**src/dsce_pkg.sv**
```systemverilog
// ----------------------------------------------------------------------------
// dsce_pkg: shared types and constants of the DNS server cookie engine
// Payload structs, register and status codes, controller types, SHA-256 tables.
// ----------------------------------------------------------------------------
`timescale 1ns / 1ps
`default_nettype none
package dsce_pkg;

    typedef struct packed {
        logic        func;
        logic [1:0]  addr_kind;
        logic [63:0] client_addr_high;
        logic [63:0] client_addr_low;
        logic [63:0] client_cookie;
        logic [31:0] cookie_nonce;
        logic [31:0] cookie_time;
        logic [63:0] received_hash;
        logic [5:0]  received_length;
    } t_in;

    typedef struct packed {
        logic [1:0]  status;
        logic [31:0] out_nonce;
        logic [31:0] out_time;
        logic [63:0] cookie_hash;
        logic [4:0]  cookie_length;
    } t_out;

    localparam logic [2:0] CFG_ALGORITHM  = 3'd0;
    localparam logic [2:0] CFG_SECRET_LEN = 3'd1;
    localparam logic [2:0] CFG_SECRET_W0  = 3'd2;

    localparam logic [1:0] ST_OK      = 2'd0;
    localparam logic [1:0] ST_INVALID = 2'd1;
    localparam logic [1:0] ST_BADMSG  = 2'd2;

    localparam logic [1:0] AK_NONE = 2'd0;
    localparam logic [1:0] AK_V4   = 2'd1;
    localparam logic [1:0] AK_V6   = 2'd2;

    localparam logic       FUNC_CHECK = 1'b1;

    localparam logic [1:0] BLK_IPAD  = 2'd0;
    localparam logic [1:0] BLK_INNER = 2'd1;
    localparam logic [1:0] BLK_OPAD  = 2'd2;
    localparam logic [1:0] BLK_OUTER = 2'd3;

    localparam logic [63:0] FNV_BASIS = 64'hcbf29ce484222325;

    typedef enum logic [2:0] {
        S_IDLE, S_EVAL, S_FNV, S_SHA_LOAD, S_SHA_RUN, S_SHA_FOLD, S_DONE
    } t_state;

    typedef struct packed {
        logic       latch;
        logic       fnv_init;
        logic       fnv_step;
        logic       sha_load;
        logic       sha_round;
        logic       sha_fold;
        logic [1:0] blk;
        logic       finish;
    } t_cmd;

    typedef struct packed {
        logic err;
        logic hmac;
        logic fnv_last;
        logic round_last;
    } t_sts;

    localparam logic [255:0] SHA_IV = {
        32'h6a09e667, 32'hbb67ae85, 32'h3c6ef372, 32'ha54ff53a,
        32'h510e527f, 32'h9b05688c, 32'h1f83d9ab, 32'h5be0cd19
    };

    localparam logic [31:0] SHA_K [64] = '{
        32'h428a2f98, 32'h71374491, 32'hb5c0fbcf, 32'he9b5dba5,
        32'h3956c25b, 32'h59f111f1, 32'h923f82a4, 32'hab1c5ed5,
        32'hd807aa98, 32'h12835b01, 32'h243185be, 32'h550c7dc3,
        32'h72be5d74, 32'h80deb1fe, 32'h9bdc06a7, 32'hc19bf174,
        32'he49b69c1, 32'hefbe4786, 32'h0fc19dc6, 32'h240ca1cc,
        32'h2de92c6f, 32'h4a7484aa, 32'h5cb0a9dc, 32'h76f988da,
        32'h983e5152, 32'ha831c66d, 32'hb00327c8, 32'hbf597fc7,
        32'hc6e00bf3, 32'hd5a79147, 32'h06ca6351, 32'h14292967,
        32'h27b70a85, 32'h2e1b2138, 32'h4d2c6dfc, 32'h53380d13,
        32'h650a7354, 32'h766a0abb, 32'h81c2c92e, 32'h92722c85,
        32'ha2bfe8a1, 32'ha81a664b, 32'hc24b8b70, 32'hc76c51a3,
        32'hd192e819, 32'hd6990624, 32'hf40e3585, 32'h106aa070,
        32'h19a4c116, 32'h1e376c08, 32'h2748774c, 32'h34b0bcb5,
        32'h391c0cb3, 32'h4ed8aa4a, 32'h5b9cca4f, 32'h682e6ff3,
        32'h748f82ee, 32'h78a5636f, 32'h84c87814, 32'h8cc70208,
        32'h90befffa, 32'ha4506ceb, 32'hbef9a3f7, 32'hc67178f2
    };

endpackage
`default_nettype wire

```
**src/dsce_ctrl.sv**
```systemverilog
// ----------------------------------------------------------------------------
// dsce_ctrl: sequencer of the cookie engine
// Steps the FNV byte loop or the four SHA-256 compressions and owns the handshakes.
// ----------------------------------------------------------------------------
`timescale 1ns / 1ps
`default_nettype none
module dsce_ctrl
    import dsce_pkg::*;
(
    input  wire logic i_clk,
    input  wire logic i_rst_n,
    input  wire logic i_valid,
    output logic      o_ready,
    output logic      o_valid,
    input  wire logic i_ready,
    input  wire t_sts i_sts,
    output t_cmd      o_cmd
);

    t_state     r_state, n_state;
    logic [1:0] r_blk, n_blk;
    logic       r_ov, n_ov;

    always_ff @(posedge i_clk) begin
        if (!i_rst_n) begin
            r_state <= S_IDLE;
            r_blk   <= BLK_IPAD;
            r_ov    <= 1'b0;
        end else begin
            r_state <= n_state;
            r_blk   <= n_blk;
            r_ov    <= n_ov;
        end
    end

    always_comb begin
        n_state = r_state;
        n_blk   = r_blk;
        o_cmd   = '0;
        o_cmd.blk = r_blk;
        o_ready = 1'b0;
        case (r_state)
            S_IDLE: begin
                o_ready = 1'b1;
                if (i_valid) begin
                    o_cmd.latch = 1'b1;
                    n_state = S_EVAL;
                end
            end
            S_EVAL: begin
                if (i_sts.err) begin
                    n_state = S_DONE;
                end else if (i_sts.hmac) begin
                    n_blk   = BLK_IPAD;
                    n_state = S_SHA_LOAD;
                end else begin
                    o_cmd.fnv_init = 1'b1;
                    n_state = S_FNV;
                end
            end
            S_FNV: begin
                o_cmd.fnv_step = 1'b1;
                if (i_sts.fnv_last) n_state = S_DONE;
            end
            S_SHA_LOAD: begin
                o_cmd.sha_load = 1'b1;
                n_state = S_SHA_RUN;
            end
            S_SHA_RUN: begin
                o_cmd.sha_round = 1'b1;
                if (i_sts.round_last) n_state = S_SHA_FOLD;
            end
            S_SHA_FOLD: begin
                o_cmd.sha_fold = 1'b1;
                if (r_blk == BLK_OUTER) begin
                    n_state = S_DONE;
                end else begin
                    n_blk   = r_blk + 2'd1;
                    n_state = S_SHA_LOAD;
                end
            end
            S_DONE: begin
                // hold until the output register is free
                if (!r_ov || i_ready) begin
                    o_cmd.finish = 1'b1;
                    n_state = S_IDLE;
                end
            end
            default: n_state = S_IDLE;
        endcase
        n_ov = o_cmd.finish ? 1'b1 : (r_ov & ~i_ready);
    end

    assign o_valid = r_ov;

endmodule
`default_nettype wire

```
**config.mk**
```make
export PLATFORM = sky130hd
export DESIGN_NAME = dsce_ctrl
export DESIGN_NICKNAME = d
export VERILOG_FILES = /design/src/dsce_pkg.sv /design/src/dsce_ctrl.sv
export SDC_FILE = /design/constraint.sdc
export NUM_CORES = 1
export LEC_CHECK = 0
export BUFFER_PORTS_ARGS = -buffer_cell sky130_fd_sc_hd__buf_2
export CELL_PAD_IN_SITES_DETAIL_PLACEMENT = 0
export CELL_PAD_IN_SITES_GLOBAL_PLACEMENT = 1
export CORE_UTILIZATION = 29
export DETAILED_ROUTE_END_ITERATION = 6
export GPL_TIMING_DRIVEN = 0
export PLACE_DENSITY_LB_ADDON = 0.1
export SLEW_MARGIN = 20
export SYNTH_ARGS = -nofsm -noshare
export SYNTH_HDL_FRONTEND = slang
export SYNTH_SLANG_ARGS = --single-unit
```
**constraint.sdc**
```tcl
create_clock -name i_clk -period 1.5 [get_ports i_clk]
set_clock_uncertainty 0.1 [all_clocks]
set_input_delay 0.15 -clock i_clk [delete_from_list [all_inputs] [get_ports i_clk]]
set_output_delay 0.15 -clock i_clk [all_outputs]
set_load 0.005 [all_outputs]
```
==> metrics.txt <==
kind of start point of the critical path=flip-flop; max layer used=met4; cell family with most CP delay=simple AND/OR/NAND/NOR gates; Highest Clock Rate=0.686 GHz; Global Route Usage Sum=14.8%; DRC=0; Max-Slew Margin vs Limit=86.6%; Syn-to-layout area delta=36.8%; RD Place Congestion=0.736; largest net degree at the start of global routing=11; leakage power total=0.266 nW; nets@finish=84; Yosys warning count=0; area share of the largest cell type after synthesis=29.2%; Die H=39.7 µm; Detailed Routing Iterations Pass 1=4; CTS max path bufs=2; Worst setup EP type=primary output; Post-Synthesis Cells=52; Ant. Diodes=0; Synthesized Nets=61; Post-CTS Hold Buffers=0; Finished Cell Area=563 µm²; Peak VDD IR=0.751 mV; Slew @ Worst Pin=0.200 ns; top cells by area, synth=dfxtp_1, nand2_1, a21oi_1; die area=1570 µm²; final setup vio count=0; core region area=1320 µm²; PnR Total Power=0.862 mW; postcts setup bufs=0; vias in the first global route=368; Critical-path top delay cell=dfxtp_1; CTS buffer count=3; Post-synth EDFFs=0; Reg area=121 µm²; post-synth top area cell=dfxtp_1; final wirelength=991 µm; post-route antenna net violation count=0; CTS tree=built; Placement Cell Area=520 µm²; Fillers=141; area occupied by multi-input gates=280 µm²; met2 routed WL=421 µm; WS Path Type=flip-flop to primary output; WP buf/inv=2; Synth async-reset ratio=0%; share of cells above drive strength 1=42.5%; CTS Root Buffer Type=clkbuf_4; Min-Delay Path Class=input pin to flip-flop; Iteration-0 DRC Markers=3; Rows=13; clock sink total=6; Clk Latency, worst-skew pair=0.24 ns; setup total negative slack=0 ns; post-synthesis sequential area ratio=29.2%; Metal-1 WL=508 µm; post-synthesis cell area=412 µm²; IO Port Bufs=18; CP cell instances=buf_4, nand2b_1, nor4_2, buf_2; Hold Vio Cnt, Final=0; count of cell types in the netlist=28; Final Non-Filler Cells=88; first-pass GRT wire length=1.51 mm; IO Pins=19; Post-synth top flop=dfxtp_1; initial antenna violation count=0; global route overflow=0; Final min period=1.46 ns; Die X=39.7 µm; fin. max-slew vios=0; via count=427; RSZ-0062 raised after global routing=true; dpl cells=85; Wirelength per Cell=11.3 µm; routed length on met3=54 µm; via density per instance=4.85; H-tree levels=1; most frequent cells in the layout=buf_2, nand2_1, dfxtp_1, o21ai_1, a21oi_1; DP HPWL=728 µm; Synth Register Bits=6; max-cap viol count=0; CP Max Fanout=10; Worst-path clk slew=0.05 ns; delay of the slowest cell on the worst path=0.29 ns; initial core utilization=31.2%; commonest non-fill, non-tap cell in the layout=buf_2; Final period util=97.2%; Worst EP required=1.25 ns; worst path arrival time=1.21 ns; post-CTS sizing=0; Power Density=1530 nW/µm²; outcome=finished, final reports clean; Mapped Avg Cell Area=7.92 µm²
cell families after synthesis:
logic type,synth area share (%)
compound gates,19.2
fa+ha+maj,3.04
buf+inv,5.77
flops,29.2
mux,2.74
simple gates,40.1
report_power, final:
part	switching [mW]	internal, mW
logic	0.246	0.227
clock network	0.0624	0.0908
registers	0.0369	0.198
total	0.346	0.516
Yosys cell counts, types with 2 or more instances:
cell type / n
dfxtp_1: 6
nand2_1: 6
a21oi_1: 4
o21ai_1: 4
nor2_1: 3
a21boi_1: 2
buf_4: 2
nand2b_1: 2
nand3b_1: 2
nor2b_1: 2
nor3_1: 2
worst register-to-register path, stage by stage (launching register included):
cell and delay (ns):
dfxtp_1 0.37, ha_1 0.19, and2b_1 0.20, a21oi_2 0.13, a21oi_1 0.08, and4_1 0.19
state kept, by name (all words and copies together) (netlist names):
name / flops
r_state: 3
o_valid: 1
r_blk: 2
per-layer routing:
| layer | up-vias | global-route usage, % |
|---|---|---|
| met5 | - | 0 |
| met4 | 0 | 10.3 |
| met3 | 2 | 3.98 |
| met2 | 12 | 22.5 |
| met1 | 186 | 17.7 |
| li1 | 227 | - |
layout make-up:
type / count / share of cell area (%)
inverter: 1 / 0.667
sequential: 6 / 21.6
timing repair buffer: 18 / 16.0
tap: 15 / 3.33
buffer: 3 / 4.67
clock buffer: 3 / 4.00
multi-input combinational: 42 / 49.8
worst paths after layout:
kind / from / end / slack [ns] / cells after the start
max: r_state[1] / o_cmd[7] / 0.04 / 4
min: i_rst_n / r_state[1] / 0.11 / 3
max reg2reg: r_blk[0] / r_state[0] / 0.14 / 5
min reg2reg: r_blk[1] / r_blk[1] / 0.37 / 2
metrics by stage:
stage | utilization [%] | setup slack (ns) | hold slack [ns]
3_3_place_gp | 39.5 | 0.161 | 0.359
4_1_cts | 41.2 | 0.0118 | 0.104
6_report | 42.7 | 0.0426 | 0.109
5_1_grt | 42.7 | -0.00318 | 0.121
3_5_place_dp | 39.5 | 0.167 | 0.363
2_1_floorplan | - | 0.228 | 0.179
(Power assumes the default switching activity.)
